`config.mk`:
```
export PLATFORM = sky130hd
export DESIGN_NAME = svs_ctrl
export DESIGN_NICKNAME = d
export VERILOG_FILES = /design/src/svs_pkg.sv /design/src/svs_ctrl.sv
export SDC_FILE = /design/constraint.sdc
export NUM_CORES = 1
export LEC_CHECK = 0
export BUFFER_PORTS_ARGS = -buffer_cell sky130_fd_sc_hd__buf_2
export CORE_MARGIN = 4
export CORE_UTILIZATION = 50
export CTS_CLUSTER_DIAMETER = 100
export DETAILED_ROUTE_END_ITERATION = 10
export MAX_ROUTING_LAYER = met4
export PLACE_DENSITY = 0.82
export SYNTH_ARGS = -nofsm -noshare
export SYNTH_HDL_FRONTEND = slang
export SYNTH_SLANG_ARGS = --single-unit
```
`constraint.sdc`:
```
create_clock -name i_clk -period 7.2 [get_ports i_clk]
set_clock_uncertainty 0.2 [all_clocks]
set_input_delay 0 -clock i_clk [delete_from_list [all_inputs] [get_ports i_clk]]
set_output_delay 0 -clock i_clk [all_outputs]
set_load 0.01 [all_outputs]
```
`src/svs_pkg.sv`:
```
`timescale 1ns / 1ps

package svs_pkg;

    localparam int OP_W   = 2;
    localparam int DATA_W = 32;
    localparam int ST_W   = 2;

    localparam logic [OP_W-1:0] OP_PUSH = 2'd0;
    localparam logic [OP_W-1:0] OP_POP  = 2'd1;
    localparam logic [OP_W-1:0] OP_SORT = 2'd2;

    localparam logic [ST_W-1:0] ST_OK    = 2'd0;
    localparam logic [ST_W-1:0] ST_FULL  = 2'd1;
    localparam logic [ST_W-1:0] ST_EMPTY = 2'd2;

    // Result strobe and status handed from the sequencer to the output register.
    typedef struct packed {
        logic            load;
        logic [ST_W-1:0] status;
    } t_rsp_ctl;

endpackage

```
`src/svs_ctrl.sv`:
```
`timescale 1ns / 1ps

module svs_ctrl #(
    parameter int CAPACITY    = 256,
    parameter int VALUE_WIDTH = 32,
    parameter int AW          = 8,
    parameter int CNT_W       = 9
) (
    input  logic                      i_clk,
    input  logic                      i_rst_n,
    input  logic                      i_cmd_valid,
    input  logic [svs_pkg::OP_W-1:0]  i_cmd_op,
    input  logic [svs_pkg::DATA_W-1:0] i_cmd_value,
    output logic                      o_cmd_ready,
    input  logic                      i_rsp_free,
    output svs_pkg::t_rsp_ctl         o_rsp_ctl,
    output logic [svs_pkg::DATA_W-1:0] o_pop_value,
    output logic [CNT_W-1:0]          o_count,
    output logic                      o_we,
    output logic [AW-1:0]             o_waddr,
    output logic [VALUE_WIDTH-1:0]    o_wdata,
    output logic [AW-1:0]             o_raddr,
    input  logic [VALUE_WIDTH-1:0]    i_rdata
);
    import svs_pkg::*;

    typedef enum logic [2:0] {
        S_IDLE,
        S_POP,
        S_KEY,
        S_CMP,
        S_PLACE
    } t_state;

    localparam logic [CNT_W-1:0] FULL_COUNT = CNT_W'(CAPACITY);

    t_state                 r_state, n_state;
    logic [CNT_W-1:0]       r_count, n_count;
    logic [AW-1:0]          r_i, n_i;
    logic [AW-1:0]          r_j, n_j;
    logic [VALUE_WIDTH-1:0] r_key, n_key;

    logic [VALUE_WIDTH-1:0] push_w;
    logic [DATA_W-1:0]      rd_w;
    logic                   accept;
    logic                   gt;
    logic                   last_key;

    generate
        if (VALUE_WIDTH > DATA_W) begin : g_wide
            assign push_w = {{(VALUE_WIDTH-DATA_W){1'b0}}, i_cmd_value};
            assign rd_w   = i_rdata[DATA_W-1:0];
        end else if (VALUE_WIDTH < DATA_W) begin : g_narrow
            assign push_w = i_cmd_value[VALUE_WIDTH-1:0];
            assign rd_w   = {{(DATA_W-VALUE_WIDTH){1'b0}}, i_rdata};
        end else begin : g_same
            assign push_w = i_cmd_value;
            assign rd_w   = i_rdata;
        end
    endgenerate

    assign o_cmd_ready = (r_state == S_IDLE) && i_rsp_free;
    assign accept      = i_cmd_valid && o_cmd_ready;
    // The single comparator, used by the compare step of the sort.
    assign gt          = i_rdata > r_key;
    assign last_key    = ({{(CNT_W-AW){1'b0}}, r_i} + CNT_W'(1)) == r_count;

    always_comb begin
        n_state     = r_state;
        n_count     = r_count;
        n_i         = r_i;
        n_j         = r_j;
        n_key       = r_key;
        o_rsp_ctl   = '{load: 1'b0, status: ST_OK};
        o_pop_value = '0;
        o_we        = 1'b0;
        o_waddr     = r_j;
        o_wdata     = r_key;
        o_raddr     = '0;

        case (r_state)
            S_IDLE: begin
                if (accept) begin
                    case (i_cmd_op)
                        OP_PUSH: begin
                            o_rsp_ctl.load = 1'b1;
                            if (r_count == FULL_COUNT) begin
                                o_rsp_ctl.status = ST_FULL;
                            end else begin
                                o_we    = 1'b1;
                                o_waddr = r_count[AW-1:0];
                                o_wdata = push_w;
                                n_count = r_count + CNT_W'(1);
                            end
                        end
                        OP_POP: begin
                            if (r_count == '0) begin
                                o_rsp_ctl = '{load: 1'b1, status: ST_EMPTY};
                            end else begin
                                n_count = r_count - CNT_W'(1);
                                o_raddr = n_count[AW-1:0];
                                n_state = S_POP;
                            end
                        end
                        OP_SORT: begin
                            if (r_count < CNT_W'(2)) begin
                                o_rsp_ctl.load = 1'b1;
                            end else begin
                                n_i     = AW'(1);
                                o_raddr = AW'(1);
                                n_state = S_KEY;
                            end
                        end
                        default: begin
                            o_rsp_ctl.load = 1'b1;
                        end
                    endcase
                end
            end
            S_POP: begin
                o_rsp_ctl.load = 1'b1;
                o_pop_value    = rd_w;
                n_state        = S_IDLE;
            end
            S_KEY: begin
                n_key   = i_rdata;
                n_j     = r_i;
                o_raddr = r_i - AW'(1);
                n_state = S_CMP;
            end
            S_CMP: begin
                o_we = 1'b1;
                if (gt) begin
                    // Shift the larger neighbour up one place.
                    o_wdata = i_rdata;
                    n_j     = r_j - AW'(1);
                    if (r_j == AW'(1)) begin
                        n_state = S_PLACE;
                    end else begin
                        o_raddr = r_j - AW'(2);
                    end
                end else begin
                    if (last_key) begin
                        o_rsp_ctl.load = 1'b1;
                        n_state        = S_IDLE;
                    end else begin
                        n_i     = r_i + AW'(1);
                        o_raddr = n_i;
                        n_state = S_KEY;
                    end
                end
            end
            S_PLACE: begin
                o_we = 1'b1;
                if (last_key) begin
                    o_rsp_ctl.load = 1'b1;
                    n_state        = S_IDLE;
                end else begin
                    n_i     = r_i + AW'(1);
                    o_raddr = n_i;
                    n_state = S_KEY;
                end
            end
            default: begin
                n_state = S_IDLE;
            end
        endcase
    end

    assign o_count = n_count;

    always_ff @(posedge i_clk) begin
        if (!i_rst_n) begin
            r_state <= S_IDLE;
            r_count <= '0;
        end else begin
            r_state <= n_state;
            r_count <= n_count;
        end
        r_i   <= n_i;
        r_j   <= n_j;
        r_key <= n_key;
    end

endmodule

```
## Yosys cells after proc, flatten, opt, wreduce, memory -nomap -nowiden

Cells that the tools add are included.

- Add/sub/neg operators: 7
- $lt $le $gt $ge: 2
- Eq/ne operators: 18
- Multiplexer cells: 53
- Reductions and logical operators: 11

Operator list:

| operator | count |
|---|---|
| $mux 32 | 5 |
| $mux 8 | 15 |
| $pmux 32 s2 | 1 |
| $mux 9 | 4 |
| $gt 32x32->1 | 1 |
| $pmux 8 s2 | 2 |
| $pmux 8 s4 | 1 |
| $pmux 8 s3 | 1 |
| $mux 3 | 7 |
| $pmux 9 s2 | 1 |
| $sub 8x1->8 const B | 2 |
| $pmux 3 s4 | 1 |
| $reduce_and 5->1 | 2 |
| $add 8x1->9 const B | 1 |
| $add 9x1->9 const B | 1 |
| $eq 9x9->1 | 1 |
| $eq 9x9->1 const B | 1 |
| $logic_not 9->1 | 1 |
| $lt 9x2->1 const B | 1 |
| $ne 3x3->1 const B | 3 |
| $sub 9x1->9 const B | 1 |
| $add 8x1->8 const B | 1 |
| $eq 8x1->1 const B | 1 |
| $mux 1 | 8 |
| 21 further kinds | 28 |

- Flip-flop bits (word level): 60
- Input port bits: 70
- Output and inout bits: 94
- Word-level logic and storage cells: 96

## Longest topological paths before layout

Gate-level depths: netlist of run 1.

- Depth after elaboration: 5
- Mapped depth: 13
- Gate-level depth less buffers: 12

## Worst setup path before layout of run 1

No wires, ideal clock.

- Path type: reg2reg
- From: register r_key[14]
- To: register r_j[0], enable pin
- Library setup time: 384 ps
- Data arrival time: 2173 ps
- Data required time: 6616 ps
- Slack: 4443 ps
- Cell stages (with the launch flop): 8
- Path buffers: 0
- Clock period less this slack: 2757 ps
- Cell sequence: edfxtp_1 -> inv_1 -> ha_1 -> nand4_1 -> a2111oi_1 -> o31a_1 -> nor2_1 -> o21ai_0

- Longest elaborated chain between the ends: 3

Ends and longest elaborated chain:

| what | RTL line | source |
|---|---|---|
| from (decl) | svs_ctrl.sv:41 | `logic [VALUE_WIDTH-1:0] r_key, n_key;` |
| from (signal assigned) | svs_ctrl.sv:182 | `r_key <= n_key;` |
| $gt 32x32->1 | svs_ctrl.sv:65 | `assign gt = i_rdata > r_key;` |
| $ne 2x2->1 (no source line) | n/a |  |
| $reduce_and 2->1 (no source line) | n/a |  |
| to (signal assigned) | svs_ctrl.sv:181 | `r_j <= n_j;` |
| to (decl) | svs_ctrl.sv:40 | `logic [AW-1:0] r_j, n_j;` |

Every way passes these cells.
A chain may end at the register's enable or synchronous reset.

## Worst setup path in the final report of run 1

- From: input i_rdata[30]
- To: output o_wdata[10]

- Longest elaborated chain between the ends: 3

Ends and longest elaborated chain:

| what | RTL line | source |
|---|---|---|
| from (decl) | svs_ctrl.sv:23 | `input logic [VALUE_WIDTH-1:0] i_rdata` |
| $gt 32x32->1 | svs_ctrl.sv:65 |  |
| $mux 32 | svs_ctrl.sv:133 | `if (gt) begin` |
| $pmux 32 s2 | svs_ctrl.sv:81 | `case (r_state)` |
| to (decl) | svs_ctrl.sv:21 | `output logic [VALUE_WIDTH-1:0] o_wdata,` |

Every way passes these cells.

==> results of run 1 <==
[power breakdown]
| group | internal, mW | switching, mW | total (mW) |
|---|---|---|---|
| Combinational | 0.0672 | 0.0805 | 0.148 |
| Sequential | 0.376 | 0.00508 | 0.381 |
| Clock | 0.232 | 0.158 | 0.390 |
| Total | 0.675 | 0.244 | 0.919 |
[sequential cells by signal (all words and copies together), names as in the netlist]
register / flops
r_j: 8
r_state: 3
r_count: 9
r_key: 32
r_i: 8
[metal layers]
layer  vias up  GRT usage, %  share of wire, %
li1       2690             -                 -
met2       281          44.3                48
met4         0          10.4               2.8
met3        41          4.42               7.8
met1      2690          33.0                41
met5         -             -                 0
[cell usage after synthesis, types with 4 or more instances]
library cell  instances  area [um2]
a21o_1                6        45.0
a21oi_1              28         140
a22oi_1              25         188
a22oi_2              10         125
and2_1               44         275
and3_1                6        37.5
buf_2                14        70.1
buf_6                 7        78.8
clkbuf_1             24        90.1
dfxtp_1              12         240
edfxtp_1             48        1440
ha_1                 46         576
inv_1                51         191
mux2_1                4        45.0
nand2_1              55         206
nand2b_1              4        25.0
nand3_1              15        75.1
nand4_1              13        81.3
nor2_1               37         139
nor3_1               11        55.1
nor4_1                4        25.0
o211ai_1              4        30.0
o21ai_0              17        85.1
o21ai_1              11        55.1
o221ai_1              8        70.1
o31ai_1              13        97.6
o31ai_2              23         288
xnor2_1              20         175
xor2_1               21         184
[critical path: stages]
cell           delay, ps
dlygate4sd3_1        530
buf_2                150
ha_1                 330
nand4_1              170
nor4_1               380
nor2b_1              260
o31ai_1              180
a21oi_4              320
buf_4                650
a22oi_1              230
o31ai_1              160
buf_2                190
[layout make-up]
type / instances / area, um2 / share of cell area [%]
inverter: 51 / 191 / 2.68
timing repair buffer: 203 / 1200 / 16.8
tap: 140 / 175 / 2.45
sequential: 60 / 1680 / 23.5
clock buffer: 10 / 229 / 3.20
multi-input combinational: 484 / 3630 / 50.8
clock inverter: 6 / 41.3 / 0.578
[path summary, 6_finish.rpt]
path | endpoint | cells after the start | from | slack (ps)
worst max-delay path | o_wdata[10] | 12 | i_rdata[30] | 3420
worst min-delay path | r_count[6] | 4 | i_rsp_free | 40
worst max register to register | r_i[5] | 9 | r_key[7] | 4210
worst min register to register | r_state[1] | 2 | r_state[2] | 520
[through the flow]
stage / setup WS [ps] / area [um2] / util (%) / total power, mW
after floorplan: 4440 / 5740 / - / 0.462
after global placement: 3890 / 6550 / 59.4 / 0.515
after detailed placement: 3780 / 6550 / 59.4 / 0.519
after CTS: 3430 / 7150 / 64.8 / 0.928
after global routing: 3050 / 7150 / 64.8 / 0.963
final: 3420 / 7150 / 64.8 / 0.919
[logic make-up (layout without fill, tap and decap cells)]
family / count (synthesis) / count (layout) / synth area share [%]
simple gates: 213 / 213 / 20.0
compound gates: 176 / 176 / 24.3
buf+inv: 100 / 270 / 7.82
flops: 60 / 60 / 29.3
fa+ha+maj: 46 / 46 / 10.0
xor+xnor: 44 / 44 / 7.43
mux: 5 / 5 / 1.18
==> summary.txt, run 1 <==
Clock tree
  • Root buffer cell: clkbuf_16
  • # H-tree levels: 3
  • Clk sink count: 60
  • Cts hold-fix bufs: 33
  • CTS tree: built
  • CTS clock-pin slew for the worst setup and hold paths: approximately 50 ps
  • Post-CTS Setup Repair Bufs: 0
  • Max Buffers Root-to-Sink: 2
  • Post-CTS sizing: 0
  • Worst skew pair latency: 330 ps
  • CTS Buf Count: 9

Synthesis
  • Main synth FF type: edfxtp_1
  • Number of flops mapped to enable cells by yosys: 48
  • Avg Cell Area, Syn: 8.91 um2
  • Yosys Warn Count: 0
  • Post-Syn Nets: 760
  • Mapped Area: approximately 5700 um2
  • Ys async rst share: 0%
  • Synth Instances: 644
  • Yosys reg bits: 60
  • Synth cell types: slightly above 70
  • Sequential share of the synthesized area: 29.3%

Worst setup path
  • CP startpoint kind: primary input
  • Critical Path Fanout Max: 58
  • Critical path type: primary input to output pin
  • Data required time of the critical path: around 7000 ps
  • CP Capture Type: output pin
  • Data arrival, critical path: 3580 ps

Route
  • Drt pass-1 iters: 5
  • DRT antenna net count: 0
  • DRC viols: 0
  • Drt via density: 5.98
  • Via Count: ~5.7k
  • Initial drt markers: 477
  • Avg WL per Cell: 18.3 um
  • Drt total wl: 17500 um

Floorplanning
  • Die extent in y: 115 um
  • Core Region: 11000 um2
  • Standard-cell rows: 38
  • Die footprint: 13300 um2
  • Starting Density: between 50% and 60%
  • Die width: roughly 120 um
  • Top Ports: 164

STA
  • Unrepaired setup endpoints after global routing: false
  • Achievable clock frequency: between 0.2 and 0.3 GHz
  • Slew HR: about a third
  • Final Hold Viols: 0
  • Setup TNS: 0 ps
  • Crit share post-route: ~53%
  • Least-Margin Pin Slew: just under 1000 ps
  • WHS: ~37 ps
  • Final setup fails: 0
  • Final min period: 3780 ps
  • Slew Viols, Final: 0

Global route
  • Pin count of the biggest net entering global routing: 77
  • Global-route wire length before repair: between 20000 and 30000 um
  • GRT Residual Overflow: 0
  • Vias in the first global route: 5477
  • Overall Global Routing Usage: about 27%
  • Initial antenna violation count: 0

Power and ir drop
  • PD cells: ~130 nW/um2
  • Peak VDD IR: 0.115 mV
  • Leakage: 3.18 nW

Finish
  • Synth-to-Final Area Change: 24.5%
  • Commonest cells after routing, fill and taps aside: buf_2, nand2_1, inv_1
  • Layout fillers: 866
  • Layout cells sized above 1: 28.5%
  • Non-filler cells in the finished layout: 954
  • NumNets Final: about 930
  • Commonest non-fill, non-tap cell in the layout: buf_2
  • # diodes: 0

Status
  • Status: finished clean

Placed design
  • PortBufs: 163
  • Gpl congestion: 0.961
  • Dpl hpwl: around 13000 um
  • Post-placement cell count: 905

Worst hold path
  • Hold crit path type: primary input to flop

Job
  • Max_cap viols: 0
Note: power is estimated with default switching activity, not from simulation.
==> run 2, diff against run 1 <==
==> constraint.sdc (replaced) <==
create_clock -name i_clk -period 3.9 [get_ports i_clk]
set_clock_uncertainty 0.2 [all_clocks]
set_input_delay 0 -clock i_clk [delete_from_list [all_inputs] [get_ports i_clk]]
set_output_delay 0 -clock i_clk [all_outputs]
set_load 0.01 [all_outputs]
==> run 2 against run 1 <==
Net effect:
- die area did not move
- via count rose by 0.39%
- critical path type is now flop to output pin
- wire length rose by 2.1%
- clock power rose by 100%
- highest routed layer unchanged
- cell count rose by 0.10%
==> summary.txt, run 2 (synthesis results as in run 1) <==
Status
  • Status: finished clean

Placed design
  • Dpl hpwl: 13000 um
  • PortBufs: 163
  • Post-placement cell count: 906
  • Post-Place Worst Slack: 629 ps
  • Gpl congestion: around 0.97

Global route
  • Global-route wire length before repair: 27500 um
  • Initial antenna violation count: 0
  • Pin count of the biggest net entering global routing: 65
  • GRT Residual Overflow: 0
  • Overall Global Routing Usage: 26.6%
  • Vias in the first global route: about 5.5k

Clock tree
  • Max Buffers Root-to-Sink: 2
  • CTS Buf Count: 9
  • Worst skew pair latency: 330 ps
  • Root buffer cell: clkbuf_16
  • Post-CTS sizing: 0
  • Clk sink count: 60
  • CTS clock-pin slew for the worst setup and hold paths: 50 ps
  • # H-tree levels: 3
  • CTS tree: built

Worst setup path
  • Critical path type: flop to output pin
  • Reg2Reg Depth: 8
  • Critical Path Fanout Max: 14
  • Data required time of the critical path: 3700 ps
  • CP startpoint kind: flop
  • CP Capture Type: output pin
  • Data arrival, critical path: 3240 ps

Worst hold path
  • Cells on Worst Hold Path: 4
  • Hold crit path type: primary input to flop

Finish
  • Top flop regs: r_key: 32 flops, r_count: 9 flops
  • Layout cells sized above 1: roughly 29%
  • Commonest cells after routing, fill and taps aside: buf_2, nand2_1, inv_1
  • Commonest non-fill, non-tap cell in the layout: buf_2
  • Layout fillers: roughly 880
  • Register area: ~1700 um2
  • Synth-to-Final Area Change: 25.3%
  • Non-filler cells in the finished layout: about 960
  • NumNets Final: between 900 and 1k
  • # diodes: 0
  • Multi-input combinational cell area: 3630 um2
  • Largest reg by FF count: r_key
  • Largest register FFs: 32
  • Fin util: 65.2%

Power and ir drop
  • Clock power frac: 44.5%
  • PD cells: 245 nW/um2
  • Sw frac: 25.5%
  • Sequential power share: 39.9%
  • Psw: ~0.45 mW
  • Peak VDD IR: 0.196 mV
  • Comb pwr share: 15.6%
  • Leakage: around 3.2 nW
  • Pint: 1.31 mW
  • Tot Pwr: roughly 1.8 mW

Route
  • Initial drt markers: between 400 and 500
  • DRC viols: 0
  • Via Count: 5724
  • Drt pass-1 iters: 7
  • Avg WL per Cell: between 15 and 20 um
  • Drt total wl: between 15000 and 20000 um
  • Drt via density: approximately 6.0
  • DRT antenna net count: 0

Floorplanning
  • Core Region: around 11000 um2
  • Top Ports: 164
  • Die footprint: 13300 um2
  • Die width: 115 um
  • Starting Density: 52.0%
  • Die extent in y: ~120 um
  • Standard-cell rows: 38

Job
  • Max_cap viols: 0

STA
  • Unrepaired setup endpoints after global routing: false
  • Slew Viols, Final: 0
  • Crit share post-route: between 80% and 90%
  • Least-Margin Pin Slew: 1200 ps
  • Final setup fails: 0
  • Final min period: 3440 ps
  • Setup TNS: 0 ps
  • Fin worst setup slack: 464 ps
  • Achievable clock frequency: 0.291 GHz
  • Final Hold Viols: 0
  • Slew HR: 19.5%
[run 2: cell types whose count changed in the layout (fill, tap and decap cells not counted), sizes merged]
cell    before  now
clkinv       4    2
inv         51   52
bufinv       0    1
buf        170  171
[run 2: cell type report]
type / instances / area share [%]
tap: 140 / 2.44
clock inverter: 6 / 0.887
timing repair buffer: 204 / 16.9
inverter: 51 / 2.66
clock buffer: 10 / 3.18
multi-input combinational: 484 / 50.5
sequential: 60 / 23.4
[run 2: worst paths after layout]
path / start / to / slack [ps]
setup / recovery: r_i[0] / o_rsp_ctl[2] / 460
hold / removal: i_rsp_free / r_count[6] / 50
setup reg to reg: r_key[13] / r_i[6] / 570
hold reg to reg: r_state[2] / r_state[1] / 490
[run 2: worst max-delay path, cell delays in order (launching register included)]
cell and delay, ps:
edfxtp_1 540, inv_1 140, ha_1 400, xnor2_1 170
nand2_1 70, nor4b_1 300, o2111ai_1 240, buf_4 250
nor3b_1 250, nor2_1 80, o221ai_1 280, buf_2 200
[run 2: repair_timing]
action / CTS / global route
hold buffers: 33 / 0
hold endpoints to repair: 44 / 0
buffers inserted: 0 / 0
[run 2: per-stage QoR]
stage	area [um2]	hold WS (ps)
2_1_floorplan	5740	-101
3_3_place_gp	6570	26.6
3_5_place_dp	6570	24.5
4_1_cts	7190	24.6
5_1_grt	7190	56.2
6_report	7190	45.2
[run 2: power groups by stage]
stage / Combinational, mW / Clock [mW] / Sequential (mW)
6_report: 0.274 / 0.782 / 0.703
5_1_grt: 0.300 / 0.825 / 0.703
4_1_cts: 0.271 / 0.799 / 0.702
3_5_place_dp: 0.244 / 0 / 0.715
3_3_place_gp: 0.237 / 0 / 0.715
2_1_floorplan: 0.144 / 0 / 0.709
[run 2: metal layers]
metal  GRT usage, %  vias up  part of all wire, %
met5              -        -                    0
met4           8.53        0                  2.2
met3           4.53       29                  8.1
met2           44.4      287                   48
met1           32.9     2714                   41
li1               -     2694                    -
==> run 3, diff against run 2 <==
==> constraint.sdc (replaced) <==
create_clock -name i_clk -period 3.18 [get_ports i_clk]
set_clock_uncertainty 0.2 [all_clocks]
set_input_delay 0 -clock i_clk [delete_from_list [all_inputs] [get_ports i_clk]]
set_output_delay 0 -clock i_clk [all_outputs]
set_load 0.01 [all_outputs]
==> run 3 against run 2 <==
Net effect:
- the flow now finishes with violations (negative setup slack)
- power increased by 37%
- count of clock-buffer cells in the layout down 1
- global-route usage is 2.0 points higher
- via count up 9.9%
- flip-flop and latch count did not move
- cell count is 3.2% higher
- clock power rose by 47%
- die area is the same
- setup slack got worse by 680 ps
- sequential power grew 22%
- critical path type unchanged
- highest routed layer unchanged
==> summary.txt, run 3 (synthesis results as in run 1) <==
Status
  • Status: complete, but fails checks
  • Failing checks: negative setup slack

Clock tree
  • CTS clock-pin slew for the worst setup and hold paths: roughly 60 ps
  • Max Buffers Root-to-Sink: 2
  • Root buffer cell: clkbuf_16
  • CTS tree: built
  • # H-tree levels: 3
  • CTS Buf Count: 9
  • Worst skew pair latency: 340 ps
  • Clk sink count: 60

Job
  • Max_cap viols: 0

Global route
  • GRT Residual Overflow: 0
  • Overall Global Routing Usage: 28.6%
  • Vias in the first global route: 5744
  • Initial antenna violation count: 1
  • Pin count of the biggest net entering global routing: 65
  • Global-route wire length before repair: 29400 um

STA
  • Least-Margin Pin Slew: 599 ps
  • Achievable clock frequency: 0.295 GHz
  • Final Hold Viols: 0
  • Slew HR: 59.0%
  • Crit share post-route: 107%
  • Final setup fails: 39
  • Fin worst setup slack: -212 ps
  • Unrepaired setup endpoints after global routing: true
  • Final min period: around 3400 ps
  • Slew Viols, Final: 0

Worst setup path
  • Crit path to: o_wdata[1]
  • Data arrival, critical path: approximately 3200 ps
  • Crit Reg-Reg Startpoint: r_key[28]
  • R2R Path End: r_i[6]
  • Critical Path Fanout Max: 32
  • Setup slack, reg-to-reg: approximately 160 ps
  • Critical path type: flop to output pin
  • Levels on crit path: 12
  • CP startpoint kind: flop
  • Critical path's largest stage delay: roughly 420 ps
  • Data required time of the critical path: ~3000 ps
  • Slowest-stage cell, CP: edfxtp_1
  • Reg2Reg Depth: 11
  • Critical-path cell list: inv_1 > ha_1 > nand4_1 > buf_4 > nor3_2 > a211oi_2 > a2bb2oi_4 > a21oi_4 > buf_12 > a22oi_1 > o31ai_2 > buf_2
  • CP Capture Type: output pin
  • Worst setup startpoint: r_key[28]
  • Critical path buffers and inverters: 4
  • Critical path's top delay family: compound AO/OA/AOI/OAI gates

Route
  • Drt via density: 6.38
  • Initial drt markers: 746
  • Avg WL per Cell: 23.0 um
  • DRT antenna net count: 0
  • Drt pass-1 iters: 6
  • Drt total wl: 22700 um
  • DRC viols: 0
  • Via Count: 6290

Finish
  • Commonest non-fill, non-tap cell in the layout: buf_2
  • Layout cells sized above 1: between 30% and 40%
  • NumNets Final: 956
  • Largest reg by FF count: r_key
  • Commonest cells after routing, fill and taps aside: buf_2, nand2_1, edfxtp_1
  • Synth-to-Final Area Change: 40.5%
  • Largest register FFs: 32
  • Top flop regs: r_key: 32 flops, r_count: 9 flops

Worst hold path
  • Hold crit path type: primary input to flop
  • Cells on Worst Hold Path: 4
  • Hold path startpoint: i_rsp_free

Power and ir drop
  • Peak VDD IR: 0.226 mV
  • Leakage: 3.48 nW
  • Tot Pwr: 2.41 mW
  • PD cells: 299 nW/um2

Floorplanning
  • Die footprint: ~13000 um2
  • Starting Density: approximately 52%
  • Die width: 115 um
  • Top Ports: 164
  • Core Region: between 10000 and 15000 um2
  • Die extent in y: 115 um
  • Standard-cell rows: 38

Placed design
  • PortBufs: 163
  • Dpl hpwl: between 10000 and 15000 um
  • Gpl congestion: 0.942
  • Post-Place Worst Slack: 188 ps
## run 3: cell types whose count changed in the layout (fill, tap and decap cells not counted), sizes merged
| cell | before | now |
|---|---|---|
| buf | 171 | 199 |
| bufinv | 1 | 3 |
| clkbuf | 10 | 11 |
| clkinvlp | 2 | 1 |
| diode | 0 | 1 |
## run 3: worst min path at each step
| stage | endpoint | slack [ps] |
|---|---|---|
| after CTS | r_count[6] | 10 |
| after floorplan | r_key[0] | -100 |
| after global placement | r_key[0] | 30 |
| after global routing | r_count[6] | 50 |
| final | r_count[6] | 20 |
| after detailed placement | r_key[8] | 20 |
## run 3: repair_timing
action / 4_1_cts / 5_1_grt
hold endpoints to repair: 44 / 0
setup endpoints to repair: 41 / 41
buffers inserted: 3 / 15
pin swaps: 3 / 23
gates cloned: 1 / 3
resized for setup: 8 / 76
hold buffers: 33 / 0
## run 3: layout make-up
cell class | instances | area [um2]
multi-input cells | 484 | 4130
fillers | 704 | 2970
flip-flops and latches | 60 | 1680
repair buffers | 234 | 1540
clock buffers | 9 | 225
inverters | 51 | 191
well taps | 140 | 175
clock inverters | 7 | 114
diodes | 1 | 2.50
## run 3: through the flow
step / TNS (ps) / util (%) / cell area, um2 / hold slack, ps / instances
4_1_cts: -108 / 67.2 / 7410 / 12.3 / 967
6_report: -3210 / 73.1 / 8060 / 20.7 / 986
3_3_place_gp: 0 / 60.2 / 6640 / 25.8 / 914
5_1_grt: -5680 / 73.1 / 8060 / 49.1 / 986
3_5_place_dp: 0 / 60.2 / 6640 / 22.7 / 914
2_1_floorplan: 0 / - / 5740 / -101 / 644
## run 3: tightest hold or removal path, stage by stage
cell	delay (ps)
buf_2	100
and3_1	240
nand2_1	110
a21oi_1	60
## run 3: where the power goes
part,leakage [nW],internal (mW),switching (mW)
registers,0.518,0.850,0.00720
logic,2.80,0.176,0.227
clock network,0.161,0.763,0.388
## run 3: layer usage
metal | track usage (%) | routed length, um | vias up
met5 | - | 0 | -
met4 | 10.7 | 1310 | 0
met3 | 4.32 | 2120 | 111
met2 | 47.7 | 10900 | 452
met1 | 35.0 | 8380 | 2966
li1 | - | - | 2761
